===== src/sv/wsfd_pkg.sv =====
// ---------------------------------------------------------------------------
// wsfd_pkg: shared types and constants of the WebSocket frame decoder
// Field widths, header codes, parser phase encoding and the result record.
// ---------------------------------------------------------------------------
`timescale 1ns / 1ps
`default_nettype none

package wsfd_pkg;

	// frame counter width (wraps at this width, shown on 32 bits)
	localparam int FRAME_COUNT_BITS = 32;
	localparam int FRAME_NUM_W      = 32;
	localparam int LIMIT_W          = 25;
	localparam int LEN_W            = 64;

	localparam logic [LIMIT_W-1:0] LIMIT_RESET = LIMIT_W'(25'h1000000);

	// header codes
	localparam logic [3:0] OP_CLOSE   = 4'h8;
	localparam logic [6:0] LEN7_EXT16 = 7'd126;
	localparam logic [6:0] LEN7_EXT64 = 7'd127;
	localparam logic [3:0] EXT16_BYTES = 4'd2;
	localparam logic [3:0] EXT64_BYTES = 4'd8;
	localparam logic [3:0] KEY_BYTES   = 4'd4;

	// parser phases, one-hot
	typedef enum logic [4:0] {
		PH_HDR0    = 5'b00001,
		PH_HDR1    = 5'b00010,
		PH_EXTLEN  = 5'b00100,
		PH_MASKKEY = 5'b01000,
		PH_PAYLOAD = 5'b10000
	} phase_t;

	// one result transaction
	typedef struct packed {
		logic [7:0]             payload_byte;
		logic                   has_byte;
		logic [3:0]             frame_opcode;
		logic                   final_fragment;
		logic                   end_of_frame;
		logic                   status;
		logic [FRAME_NUM_W-1:0] frame_number;
	} result_t;

endpackage

`default_nettype wire


===== src/sv/wsfd_parser.sv =====
// ---------------------------------------------------------------------------
// wsfd_parser: frame header parser and payload unmasker
// Updates the frame state on each accepted byte and produces at most one
// result in the same cycle.
// ---------------------------------------------------------------------------
`timescale 1ns / 1ps
`default_nettype none

module wsfd_parser
	import wsfd_pkg::*;
(
	input  wire logic               clk,
	input  wire logic               arst_n,
	input  wire logic               accept,
	input  wire logic [7:0]         in_byte,
	input  wire logic [LIMIT_W-1:0] max_len,
	output logic                    res_valid,
	output result_t                 res
);

	phase_t                      phase_q, phase_d;
	logic [3:0]                  field_q, field_d;
	logic [3:0]                  opcode_q, opcode_d;
	logic                        fin_q, fin_d;
	logic                        mask_q, mask_d;
	logic [LEN_W-1:0]            len_q, len_d;
	logic [LIMIT_W-1:0]          bytes_q, bytes_d;
	logic [31:0]                 key_q, key_d;
	logic [FRAME_COUNT_BITS-1:0] frames_q, frames_d;
	logic                        stopped_q, stopped_d;

	// next state and result
	always_comb begin
		logic               len_done;
		logic               hdr_done;
		logic [LIMIT_W-1:0] bytes_inc;
		logic [7:0]         key_byte;
		logic [3:0]         field_dec;

		phase_d   = phase_q;
		field_d   = field_q;
		opcode_d  = opcode_q;
		fin_d     = fin_q;
		mask_d    = mask_q;
		len_d     = len_q;
		bytes_d   = bytes_q;
		key_d     = key_q;
		frames_d  = frames_q;
		stopped_d = stopped_q;
		len_done  = 1'b0;
		hdr_done  = 1'b0;
		bytes_inc = bytes_q + LIMIT_W'(1);
		field_dec = field_q - 4'd1;
		res_valid = 1'b0;
		res       = '0;

		case (bytes_q[1:0])
			2'd0:    key_byte = key_q[31:24];
			2'd1:    key_byte = key_q[23:16];
			2'd2:    key_byte = key_q[15:8];
			default: key_byte = key_q[7:0];
		endcase

		if (accept && !stopped_q) begin
			case (phase_q)
				PH_HDR0: begin
					fin_d    = in_byte[7];
					opcode_d = in_byte[3:0];
					phase_d  = PH_HDR1;
				end
				PH_HDR1: begin
					mask_d = in_byte[7];
					if (in_byte[6:0] == LEN7_EXT16 || in_byte[6:0] == LEN7_EXT64) begin
						len_d   = '0;
						field_d = (in_byte[6:0] == LEN7_EXT16) ? EXT16_BYTES : EXT64_BYTES;
						phase_d = PH_EXTLEN;
					end else begin
						len_d    = LEN_W'(in_byte[6:0]);
						len_done = 1'b1;
					end
				end
				PH_EXTLEN: begin
					len_d    = {len_q[LEN_W-9:0], in_byte};
					field_d  = field_dec;
					len_done = (field_dec == 4'd0);
				end
				PH_MASKKEY: begin
					key_d    = {key_q[23:0], in_byte};
					field_d  = field_dec;
					hdr_done = (field_dec == 4'd0);
				end
				PH_PAYLOAD: begin
					bytes_d            = bytes_inc;
					res_valid          = 1'b1;
					res.payload_byte   = in_byte ^ key_byte;
					res.has_byte       = 1'b1;
					res.frame_opcode   = opcode_q;
					res.final_fragment = fin_q;
					res.frame_number   = FRAME_NUM_W'(frames_q);
					if (LEN_W'(bytes_inc) >= len_q) begin
						res.end_of_frame = 1'b1;
						phase_d          = PH_HDR0;
						if (opcode_q == OP_CLOSE) stopped_d = 1'b1;
					end
				end
				default: phase_d = PH_HDR0;
			endcase

			// length known: mask key follows or header is complete
			if (len_done) begin
				key_d = '0;
				if (mask_d) begin
					phase_d = PH_MASKKEY;
					field_d = KEY_BYTES;
				end else begin
					hdr_done = 1'b1;
				end
			end

			// header complete: limit check, frame count, empty frame
			if (hdr_done) begin
				res.frame_opcode   = opcode_d;
				res.final_fragment = fin_d;
				res.end_of_frame   = 1'b1;
				if (len_d > LEN_W'(max_len)) begin
					res_valid        = 1'b1;
					res.status       = 1'b1;
					res.frame_number = FRAME_NUM_W'(frames_q);
					stopped_d        = 1'b1;
				end else begin
					frames_d = frames_q + FRAME_COUNT_BITS'(1);
					bytes_d  = '0;
					if (len_d == '0) begin
						res_valid        = 1'b1;
						res.frame_number = FRAME_NUM_W'(frames_d);
						phase_d          = PH_HDR0;
						if (opcode_d == OP_CLOSE) stopped_d = 1'b1;
					end else begin
						phase_d = PH_PAYLOAD;
					end
				end
			end
		end
	end

	// state registers
	always_ff @(posedge clk or negedge arst_n) begin
		if (!arst_n) begin
			phase_q   <= PH_HDR0;
			field_q   <= '0;
			opcode_q  <= '0;
			fin_q     <= 1'b0;
			mask_q    <= 1'b0;
			len_q     <= '0;
			bytes_q   <= '0;
			key_q     <= '0;
			frames_q  <= '0;
			stopped_q <= 1'b0;
		end else begin
			phase_q   <= phase_d;
			field_q   <= field_d;
			opcode_q  <= opcode_d;
			fin_q     <= fin_d;
			mask_q    <= mask_d;
			len_q     <= len_d;
			bytes_q   <= bytes_d;
			key_q     <= key_d;
			frames_q  <= frames_d;
			stopped_q <= stopped_d;
		end
	end

	// halt is sticky until reset
	a_halt_sticky: assert property (@(posedge clk) disable iff (!arst_n)
		stopped_q |=> stopped_q)
		else $error("parser left halt");

	// an error result halts the parser
	a_err_halts: assert property (@(posedge clk) disable iff (!arst_n)
		(res_valid && res.status) |=> stopped_q)
		else $error("error result without halt");

	// a result without a byte always ends its frame
	a_empty_eof: assert property (@(posedge clk) disable iff (!arst_n)
		(res_valid && !res.has_byte) |-> res.end_of_frame)
		else $error("empty result not marked end of frame");

	// payload phase never holds an empty frame
	a_payload_len: assert property (@(posedge clk) disable iff (!arst_n)
		(phase_q == PH_PAYLOAD) |-> (len_q != '0))
		else $error("payload phase with zero length");

endmodule

`default_nettype wire


===== config.mk =====
export PLATFORM = sky130hd
export DESIGN_NAME = wsfd_parser
export DESIGN_NICKNAME = d
export VERILOG_FILES = /design/src/sv/wsfd_pkg.sv /design/src/sv/wsfd_parser.sv
export SDC_FILE = /design/constraint.sdc
export NUM_CORES = 1
export LEC_CHECK = 0
export BUFFER_PORTS_ARGS = -buffer_cell sky130_fd_sc_hd__buf_4
export CORE_ASPECT_RATIO = 1.5
export CORE_MARGIN = 3
export CORE_UTILIZATION = 61
export DETAILED_ROUTE_END_ITERATION = 8
export HOLD_SLACK_MARGIN = 0.03
export PLACE_DENSITY = 0.84
export REMOVE_ABC_BUFFERS = 1
export SLEW_MARGIN = 20
export SYNTH_ARGS = -nofsm -noshare
export SYNTH_HDL_FRONTEND = slang
export SYNTH_SLANG_ARGS = --single-unit

===== constraint.sdc =====
create_clock -name clk -period 11.15 [get_ports clk]
set_input_delay 1.6725 -clock clk [delete_from_list [all_inputs] [get_ports clk]]
set_output_delay 1.6725 -clock clk [all_outputs]
set_load 0.05 [all_outputs]

=== Word-level counts from Yosys, hierarchy flattened ===
Index checks and enable logic that the tools add are counted.

* Add/sub/neg operators: 3
* Magnitude comparators: 2
* Equality and inequality tests: 11
* Multiplexer cells: 54
* Bitwise logic cells: 2
* Reductions and logical operators: 10

{| class="wikitable"
|+ Operators by type and width
! kind !! count
|-
| $mux W32 || 5
|-
| $pmux W64 S2 || 1
|-
| $mux W25 || 3
|-
| $ge A25 B64 Y1 || 1
|-
| $gt A64 B25 Y1 || 1
|-
| $logic_not A64 Y1 || 1
|-
| $mux W64 || 1
|-
| $mux W48 || 1
|-
| $mux W39 || 1
|-
| $mux W5 || 7
|-
| $add A32 B1 Y32 const B || 1
|-
| $add A25 B1 Y25 const B || 1
|-
| $mux W4 || 6
|-
| $pmux W8 S3 || 1
|-
| $mux W1 || 23
|-
| $pmux W5 S4 || 1
|-
| $mux W15 || 1
|-
| $eq A7 B7 Y1 const B || 2
|-
| $eq A4 B4 Y1 const B || 2
|-
| $pmux W4 S2 || 1
|-
| $xor A8 B8 Y8 || 1
|-
| $mux W7 || 1
|-
| $eq A5 B1 Y1 const B || 1
|-
| $eq A5 B2 Y1 const B || 1
|-
| other kinds (17) || 17
|}

* Flip-flop bits (word level): 169
* Bits of input ports: 36
* Output and inout port bits: 49
* Logic and storage cells: 92

=== Longest topological paths before layout ===
Gate-level depths: netlist (run 1).

* Word-level depth: 10
* Mapped depth: 16
* Depth with buffers taken out: 14

=== Worst setup path after synthesis (run 1) ===
No wires, ideal clock.

* Path type: input to output
* Start point: in in_byte[3]
* End point: out res[28] (netlist bit)
* Arrival time: 5.484 ns
* Data required time: 9.477 ns
* Slack: 3.993 ns
* Stages on the path: 14
* Cells stage by stage: nand4_1 -> o211ai_1 -> nand2_1 -> nand2_1 -> o21ai_0 -> ha_1 -> nor2b_1 -> o211ai_1 -> a2111o_1 -> a311o_1 -> nand3_2 -> buf_2 -> o21ai_0 -> a221oi_1

{| class="wikitable"
|+ RTL lines
! item !! RTL line !! RTL
|-
| start: declaration || wsfd_parser.sv:15 || <nowiki>input wire logic [7:0] in_byte,</nowiki>
|-
| end: declaration || wsfd_parser.sv:18 || <nowiki>output result_t res</nowiki>
|}

==> results of run 1 <==
report_power, final:
part / switching (mW) / internal (mW)
clock network: 0.290 / 0.302
registers: 0.00478 / 0.618
logic: 0.0596 / 0.0287
total: 0.354 / 0.949
stage by stage:
step	instances	area, sq um	setup slack (ns)	util
detailed placement	1480	11530	3.129	0.6646
global route	1512	12130	2.332	0.6994
finish	1512	12130	2.630	0.6994
CTS	1512	12130	2.868	0.6994
floorplan	1168	10460	2.751	-
global placement	1479	11500	3.267	0.6630
flip-flops by register name, indices dropped and copies added, names as in the netlist:
signal and count:
phase_q 5, field_q 4, stopped_q 1, mask_q 1, frames_q 32, len_q 64
key_q 32, fin_q 1, opcode_q 4, bytes_q 25
Yosys cell counts, drive strengths merged, types with 6 or more instances:
master,n
a21o,9
a21oi,38
a222oi,8
a22o,52
a31oi,17
a41oi,6
and2,7
and3,18
buf,27
clkbuf,54
dfrtp,168
ha,57
inv,78
nand2,181
nand2b,6
nand3,46
nand3b,6
nand4,35
nor2,64
nor2b,12
nor3,41
nor4,22
o211ai,10
o21ai,114
o221ai,14
o22ai,20
xnor2,53
xor2,11
area by class of cell:
class	count	share of cell area
Inverter	78	0.02413
Multi-Input combinational cell	921	0.4923
Clock buffer	17	0.03506
Timing Repair Buffer	99	0.06322
Tap cell	213	0.02197
Sequential cell	169	0.3487
Clock inverter	15	0.01464
worst reg2reg max path, stage by stage (launching register included):
cell and delay (ns):
dfstp_2 0.69, nor3_4 0.09, nand2_1 0.74, nand2_1 0.83, o22ai_1 0.45, ha_1 0.31, a21oi_1 0.14, o21ai_0 0.11
a2111oi_0 0.62, buf_4 0.25, o211a_1 0.25, nand3_2 0.61, o21ai_0 0.68, a41oi_1 0.20
kinds of logic (layout without fill, tap and decap cells):
family	count (synthesis)	in the layout	synth area share
adders and majority gates	57	57	0.06600
and+or+nand+nor	456	456	0.2094
buffers and inverters	159	209	0.05882
AOI/OAI and AO/OA	337	337	0.2155
DFF	169	169	0.3915
muxes	7	7	0.006947
xor gates and xnor gates	64	64	0.05188
metal layers:
metal / wire [microns] / track usage
met5: 0 / 0
met2: 14450 / 0.5077
met3: 1769 / 0.05007
met1: 11640 / 0.3789
met4: 1254 / 0.1519
path summary, 6_finish.rpt:
kind                                         from  cells past startpoint                      end  slack [ns]
hold / removal                  fin_q$_DFFE_PN0P_                      2        fin_q$_DFFE_PN0P_        0.48
hold reg to reg                 fin_q$_DFFE_PN0P_                      2        fin_q$_DFFE_PN0P_        0.48
setup / recovery           phase_q[0]$_DFFE_PN1P_                     14                   res[1]        2.63
setup reg to reg           phase_q[0]$_DFFE_PN1P_                     13  bytes_q[23]$_DFFE_PN0P_        5.01
min in group asynchronous                  arst_n                      1    key_q[16]$_DFFE_PN0P_        1.30
max in group asynchronous                  arst_n                      2    len_q[13]$_DFFE_PN0P_        8.28
==> qor.yml, run 1 <==
critical_path_buf_inv_count: 2
synth_area_sq_um: 10810
clock-sinks: 169
cts-hold-fix-buffers: 0
start_util: 0.6229
io_pins: 85
multi_input_area_sq_um: 5973
grt_max_degree: 96
rsz0062_at_grt: "false"
cp-start-kind: "flip-flop"
gp_congestion: 0.9455
max_stage_delay_ns: 0.83
max_freq_mhz: 117.4
status: "finished clean"
hold_class: "flip-flop to flip-flop"
final_common_cell: "nand2_1"
area.sequential_sq_um: 4230
post_cts_buffers: 0
crit_chain: "nor3_4, nand2_1, nand2_1, o22ai_1, ha_1, a21oi_1, o21ai_0, a2111oi_0, buf_4, o211ai_1, nor3_4, nand3_2, a22oi_1, buf_4"
portBuffers: 84
yosysWarnings: 0
grt_pass1_vias: 9496
clk_pin_slew_ns: 0.07
grt_pass1_wl_microns: 47400
synth_edf_count: 0
crit_slowest_cell: "nand2_1"
maxCapViolCount: 0
fillers: 1361
synthCells: 1249
cts_resized: 0
yosysTopAreaCell: "dfrtp_1"
grt_antenna_before_repair: 0
avgSynthCellArea_sq_um: 8.651
drtPass1Iterations: 6
clkLatencyLatePin_ns: 0.45
die_y_microns: 169.0
seq_area_frac_synth: 0.3915
cp_data_required_time_ns: 9.48
grt_usage: 0.3044
worstSetupPathType: "flip-flop to primary output"
coreArea_sq_um: 17350
power_density_nw_per_um2: 107.4
finalSetupViolations: 0
peakVddDrop_mv: 0.09419
grt-ovfl-total: 0
drive_above_1_share: 0.1270
whs_ns: 0.4827
layout_common_cells: "nand2_1, dfrtp_1, o21ai_0, buf_4, inv_1"
critPathMaxFanout: 26
worst-endpoint-arrival_ns: 6.85
synth.distinct_cells: 78
setup_tns_ns: 0
finClkSkew_ns: 0.01326
total_power_mw: 1.303
nets: 1379
cts_tree: "built"
routedWlPerCell_microns: 19.26
clock-root-buffer: "clkbuf_16"
synth_ff_type: "dfrtp_1"
vias: 9749
hold_viol_final: 0
htreeDepth: 4
post-route-period-util: 0.7641
slew_violations: 0
die-width_microns: 114.7
maxSlewHeadroom: 0.2511
ys_top_cells_by_area: "dfrtp_1, ha_1, nand2_1"
vias_per_cell: 6.448
async_flop_share: 1.000
final_antenna_net_count: 0
cpLargestDelayFamily: "simple AND/OR/NAND/NOR gates"
synth_top_area_share: 0.3891
n_antenna_cell: 0
p_leak_nw: 5.567
end_kind: "primary output"
row_count: 59
drt-initial-drc-count: 928
min_period_ns: 8.520
cts_buffer_depth: 2
syn_to_final_growth_pct: 12.29
dp_hpwl_microns: 20490
synth-seq-cells: 169
drc_errors: 0
drt-total-wl_microns: 29110
worstMarginPinSlew_ns: 1.116
die_area_sq_um: 19380
cts_buffers: 17
Note: power is estimated with default switching activity, not from simulation.
==> run 2: changes to the inputs <==
==> constraint.sdc (replaced) <==
create_clock -name clk -period 8.3 [get_ports clk]
set_input_delay 1.245 -clock clk [delete_from_list [all_inputs] [get_ports clk]]
set_output_delay 1.245 -clock clk [all_outputs]
set_load 0.05 [all_outputs]
==> run 2 against run 1 <==
  * Hold slack worse by 0.0084 ns
  * Critical path depth up 1
  * Setup slack worse by 1.2 ns
  * Non-clock buffer count up 2
  * Critical endpoint is now res[19]
  * Highest routed layer unchanged
==> qor.yml, run 2 (same netlist as run 1, synthesis figures left out) <==
status: "finished clean"
worstSetupPathType: "flip-flop to primary output"
die_area_sq_um: 19380  # unchanged
slew_violations: 0  # unchanged
drc_errors: 0  # unchanged
grt-ovfl-total: 0  # unchanged
grt_pass1_vias: 9746  # +2.6%
p_leak_nw: 5.561  # -0.12%
drt-total-wl_microns: 28940  # -0.59%
cp-start-kind: "flip-flop"
post_cts_buffers: 0  # unchanged
htreeDepth: 4  # unchanged
end_kind: "primary output"
layout_common_cells: "nand2_1, dfrtp_1, o21ai_0, buf_4, inv_1"
crit_chain: "nor3b_4, nand2_1, nand2_1, o22ai_1, ha_1, a21oi_1, o21ai_0, a2111oi_0, buf_4, o211ai_1, nor3_4, buf_4, a41oi_1, a31oi_1, buf_4"
power_density_nw_per_um2: 142.8  # +33%
worst-endpoint-arrival_ns: 5.64  # -1.21 ns
maxSlewHeadroom: 0.2893  # +0.03823
min_period_ns: 6.887
nets: 1381  # +0.15%
total_power_mw: 1.730  # +33%
finClkSkew_ns: 0.008003  # -0.005258 ns
clock-sinks: 169  # unchanged
timing.final.ws_setup_ns: 1.413  # -1.217 ns
postLayoutCoreUtil: 0.6984  # -0.0009380
grt_usage: 0.3037  # -0.0007211
grt_max_degree: 97  # +1.0%
cts_buffer_depth: 2  # unchanged
gp_congestion: 0.9288  # -1.8%
io_pins: 85  # unchanged
cpLargestDelayFamily: "compound AO/OA/AOI/OAI gates"
crit_path_frequent_cell: "buf_4"
die-width_microns: 114.7  # unchanged
cts_resized: 0  # unchanged
hold_class: "flip-flop to flip-flop"
vias_per_cell: 6.485  # +0.58%
whs_ns: 0.4744  # -0.008364 ns
final_antenna_net_count: 0  # unchanged
max_freq_mhz: 145.2
routedWlPerCell_microns: 19.12  # -0.73%
peakVddDrop_mv: 0.1407  # +49%
n_antenna_cell: 0  # unchanged
largestRegisters: "len_q x64, frames_q x32, key_q x32"
coreArea_sq_um: 17350  # unchanged
dp_hpwl_microns: 20400  # -0.42%
path_depth: 15  # +1
clkLatencyLatePin_ns: 0.43  # -0.02 ns
die_y_microns: 169.0  # unchanged
critical_path_buf_inv_count: 3  # +1
clock-root-buffer: "clkbuf_16"
critPathMaxFanout: 40  # +54%
cts_tree: "built"
largest_reg_flops: 64  # unchanged
cp_data_required_time_ns: 7.05  # -2.43 ns
portBuffers: 84  # unchanged
crit_slowest_cell: "nand2_1"
max_stage_delay_ns: 0.74  # -0.09 ns
rsz0062_at_grt: "false"
hold_depth: 2  # unchanged
grt_pass1_wl_microns: 47400  # about the same
fillers: 1332  # -2.1%
cts_buffers: 17  # unchanged
drive_above_1_share: 0.1276  # +0.0005734
cts-hold-fix-buffers: 0  # unchanged
dpl_worst_slack_ns: 1.789  # -1.339 ns
top_register: "len_q"
drt-initial-drc-count: 918  # -1.1%
vias: 9819  # +0.72%
worst-r2r-setup-slack_ns: 3.14  # -1.87 ns
drtPass1Iterations: 9  # +3
row_count: 59  # unchanged
grt_antenna_before_repair: 0  # unchanged
post-route-period-util: 0.8298
worstMarginPinSlew_ns: 1.059  # -0.05695 ns
rr_worst_depth: 12  # -1
start_util: 0.6229  # unchanged
hold_viol_final: 0  # unchanged
finalSetupViolations: 0  # unchanged
syn_to_final_growth_pct: 12.14
setup_tns_ns: 0  # unchanged
clk_pin_slew_ns: 0.07  # about the same
maxCapViolCount: 0  # unchanged
final_common_cell: "nand2_1"
[run 2: changes by cell type in the layout (fill, tap and decap cells not counted)]
cell	delta
clkbuf_1	+1
bufinv_16	+1
clkbuf_8	+2
buf_4	+2
clkinv_4	-1
clkinv_2	+2
clkinvlp_4	+2
clkinv_8	-5
inv_8	-4
inv_6	+2
[run 2: path summary, 6_finish.rpt]
path,from,endpoint
setup / recovery,phase_q[1]$_DFFE_PN0P_,res[19]
hold / removal,fin_q$_DFFE_PN0P_,fin_q$_DFFE_PN0P_
setup reg to reg,phase_q[1]$_DFFE_PN0P_,bytes_q[8]$_DFFE_PN0P_
hold reg to reg,fin_q$_DFFE_PN0P_,fin_q$_DFFE_PN0P_
max in group asynchronous,arst_n,bytes_q[15]$_DFFE_PN0P_
min in group asynchronous,arst_n,key_q[8]$_DFFE_PN0P_
[run 2: stage by stage]
stage,cells,instance area [sq um]
after floorplan,1168,10460
after global placement,1481,11520
after detailed placement,1482,11540
after CTS,1514,12120
after global routing,1514,12120
final,1514,12120
[run 2: routing by layer]
layer / track usage / share of wire / vias to the layer above
met2: 0.5019 / 0.50 / 420
li1: - / - / 4598
met4: 0.1824 / 0.049 / 0
met3: 0.04721 / 0.063 / 98
met1: 0.3701 / 0.39 / 4703
met5: 0 / 0 / -
[run 2: area by class of cell]
cell class	instances	area (sq um)	share of cell area
Multi-Input combinational cell	921	5973	0.4930
Sequential cell	169	4230	0.3491
Timing Repair Buffer	101	782.0	0.06454
Clock buffer	20	456.7	0.03769
Inverter	78	292.8	0.02416
Tap cell	213	266.5	0.02200
Clock inverter	12	115.1	0.009500
[run 2: power breakdown]
| group | total [mW] | internal [mW] | switching, mW |
|---|---|---|---|
| registers | 0.838 | 0.831 | 0.00633 |
| clock network | 0.774 | 0.433 | 0.341 |
| logic | 0.119 | 0.0393 | 0.0796 |
[run 2: worst reg2reg max path, cell delays in order, from the launching register on]
cell and delay (ns):
dfrtp_1 0.54, nor3b_4 0.32, nand2_1 0.24, nand2_1 0.74, o22ai_1 0.28, ha_1 0.37, nand4_1 0.19, a2111o_1 0.46
a311oi_1 0.88, nor4_4 0.02, buf_4 0.23, o21ai_2 0.59, a22o_1 0.24
==> run 3: changes to the inputs <==
--- a/config.mk
+++ b/config.mk
@@ -5,13 +5,14 @@
 export SDC_FILE = /design/constraint.sdc
 export NUM_CORES = 1
 export LEC_CHECK = 0
+export ABC_AREA = 1
 export BUFFER_PORTS_ARGS = -buffer_cell sky130_fd_sc_hd__buf_4
 export CORE_ASPECT_RATIO = 1.5
 export CORE_MARGIN = 3
 export CORE_UTILIZATION = 61
 export DETAILED_ROUTE_END_ITERATION = 8
 export HOLD_SLACK_MARGIN = 0.03
-export PLACE_DENSITY = 0.84
+export PLACE_DENSITY = 0.83
 export REMOVE_ABC_BUFFERS = 1
 export SLEW_MARGIN = 20
 export SYNTH_ARGS = -nofsm -noshare
==> constraint.sdc (replaced) <==
create_clock -name clk -period 6.6 [get_ports clk]
set_input_delay 0.99 -clock clk [delete_from_list [all_inputs] [get_ports clk]]
set_output_delay 0.99 -clock clk [all_outputs]
set_load 0.05 [all_outputs]
==> run 3 against run 2 <==
  * Global-route usage grew 1.9 points
  * Clock power grew 41%
  * Sequential share of layout area shrank 3.8 points
  * Clock skew shrank 0.0011 ns
  * Synthesized cell count grew 45%
  * Combinational power shrank 42%
  * Sequential cell count is the same
  * Wire length grew 21%
  * Sequential power grew 23%
==> qor.yml, run 3 <==
grt_max_degree: 123  # +27%
finalSetupViolations: 0  # unchanged
grt_pass1_vias: 12110  # +24%
largest_reg_flops: 64  # unchanged
synth_top_area_share: 0.3410  # -0.04809
row_count: 63  # +6.8%
drc_errors: 0  # unchanged
vias: 12450  # +27%
power_density_nw_per_um2: 161.8  # +13%
status: "finished clean"
total_power_mw: 2.199  # +27%
clock-sinks: 169  # unchanged
fin_area_sq_um: 13590  # +12%
grt_antenna_before_repair: 0  # unchanged
post_cts_buffers: 0  # unchanged
clkLatencyLatePin_ns: 0.45  # +0.02 ns
p_leak_nw: 6.737  # +21%
maxCapViolCount: 0  # unchanged
routedWlPerCell_microns: 16.53  # -14%
fin_cells: 2114  # +40%
gp_congestion: 1.016  # +9.4%
seq_area_frac_synth: 0.3431  # -0.04839
placed_cell_area_sq_um: 12960  # +12%
synth-seq-cells: 169  # unchanged
nets: 1934  # +40%
layout_common_cells: "nand2_1, inv_1, dfrtp_1, o21ai_0, nand3_1"
synth_ff_type: "dfrtp_1"
clock-root-buffer: "clkbuf_16"
synth_edf_count: 0  # unchanged
drive_above_1_share: 0.08954  # -0.03806
cp-start-kind: "flip-flop"
ys_top_cells_by_area: "dfrtp_1, nand2_1, inv_1"
async_flop_share: 1.000  # unchanged
yosysWarnings: 0  # unchanged
die_y_microns: 180.1  # +6.6%
max_freq_mhz: 164.6
finClkSkew_ns: 0.006879  # -0.001124 ns
cp_data_required_time_ns: 5.61  # -1.44 ns
synth.most_common_cell: "nand2_1"
htreeDepth: 4  # unchanged
peakVddDrop_mv: 0.1671  # +19%
portBuffers: 84  # unchanged
dp_hpwl_microns: 24310  # +19%
synth.distinct_cells: 45  # -42%
yosysTopAreaCell: "dfrtp_1"
start_util: 0.6232  # about the same
coreArea_sq_um: 19790  # +14%
vias_per_cell: 5.888  # -9.2%
top_register: "len_q"
cts_tree: "built"
final_antenna_net_count: 0  # unchanged
grt_pass1_wl_microns: 57460  # +21%
die_area_sq_um: 21990  # +13%
cts_resized: 0  # unchanged
slew_violations: 0  # unchanged
hold_viol_final: 0  # unchanged
area.sequential_sq_um: 4230  # unchanged
drtPass1Iterations: 5  # -4
rsz0062_at_grt: "false"
end_kind: "primary output"
cts_buffers: 17  # unchanged
whs_ns: 0.4595  # -0.01484 ns
largestRegisters: "len_q x64, frames_q x32, key_q x32"
worstSetupPathType: "flip-flop to primary output"
avgSynthCellArea_sq_um: 6.827  # -21%
grt_usage: 0.3231  # +0.01939
cts-hold-fix-buffers: 0  # unchanged
critPathMaxFanout: 54  # +35%
multi_input_area_sq_um: 6746  # +13%
hold_class: "input pin to async pin"
maxSlewHeadroom: 0.3477  # +0.05838
final_common_cell: "nand2_1"
die-width_microns: 122.1  # +6.5%
worstMarginPinSlew_ns: 0.9784  # -0.08053 ns
fillers: 1695  # +27%
clk_pin_slew_ns: 0.07  # about the same
syn_to_final_growth_pct: 10.21
post-route-period-util: 0.9203
grt-ovfl-total: 0  # unchanged
synth.cells.most_frequent: "nand2_1, inv_1, dfrtp_1"
drt-total-wl_microns: 34940  # +21%
placed_cells: 2082  # +40%
synth_area_sq_um: 12330  # +14%
io_pins: 85  # unchanged
worst-endpoint-arrival_ns: 5.08  # -0.56 ns
cts_buffer_depth: 2  # unchanged
synthCells: 1806  # +45%
min_period_ns: 6.074
drt-initial-drc-count: 1090  # +19%
n_antenna_cell: 0  # unchanged
## run 3: routing by layer
metal,wire length [microns],up-vias,GRT usage,part of all wire
met5,0,-,0,0
met4,2031,0,0.1928,0.058
met3,2351,126,0.05842,0.067
met2,17030,542,0.5403,0.49
met1,13520,5796,0.3828,0.39
li1,-,5984,-,-
## run 3: layout make-up
class,instances,area share
repair buffers,95,0.05304
well taps,260,0.02394
clock inverters,15,0.01492
clock buffers,17,0.03131
multi-input cells,1309,0.4965
flip-flops and latches,169,0.3113
inverters,249,0.06897
## run 3: power breakdown
part / internal (mW) / switching [mW]
clock network: 0.612 / 0.483
registers: 1.03 / 0
logic: 0.0242 / 0.0451
## run 3: metrics by stage
stage / util / setup TNS [ns] / worst slack (ns)
floorplan: - / -0.3863 / -0.07495
global placement: 0.6548 / 0 / 1.265
detailed placement: 0.6548 / 0 / 1.111
CTS: 0.6866 / 0 / 0.5994
global route: 0.6868 / 0 / 0.1809
finish: 0.6868 / 0 / 0.5259
## run 3: cell families (layout without fill, tap and decap cells)
group,count (synthesis),count (layout),share of synthesized area
and+or+nand+nor,867,867,0.3037
adders and majority gates,57,57,0.05784
buffers and inverters,328,376,0.1107
DFF,169,169,0.3431
xor gates and xnor gates,49,49,0.03481
AOI/OAI and AO/OA,336,336,0.1498
## run 3: final timing paths
check	from	end	slack, ns	cells after the start
setup / recovery	phase_q[1]$_DFFE_PN0P_	res[29]	0.53	19
min in group clk	key_q[31]$_DFFE_PN0P_	key_q[31]$_DFFE_PN0P_	0.49	2
hold reg to reg	key_q[31]$_DFFE_PN0P_	key_q[31]$_DFFE_PN0P_	0.49	2
max in group asynchronous	arst_n	frames_q[19]$_DFFE_PN0P_	4.86	2
hold / removal	arst_n	len_q[63]$_DFFE_PN0P_	0.46	1
setup reg to reg	phase_q[1]$_DFFE_PN0P_	frames_q[16]$_DFFE_PN0P_	1.43	22
## run 3: critical path, cell delays in order (launching register included)
cell      delay [ns]
dfrtp_1         0.43
nor2_2          0.20
nand3_4         0.50
inv_2           0.90
nand2_1         0.15
o21ai_0         0.20
ha_1            0.20
nand2_1         0.05
inv_1           0.06
nand3_1         0.07
nor2_1          0.16
nand3_1         0.14
nor3_1          0.16
nor2_1          0.07
nand2_1         0.10
nand2_4         0.27
nor2_2          0.44
nand2_1         0.09
o211ai_1        0.16
buf_4           0.26
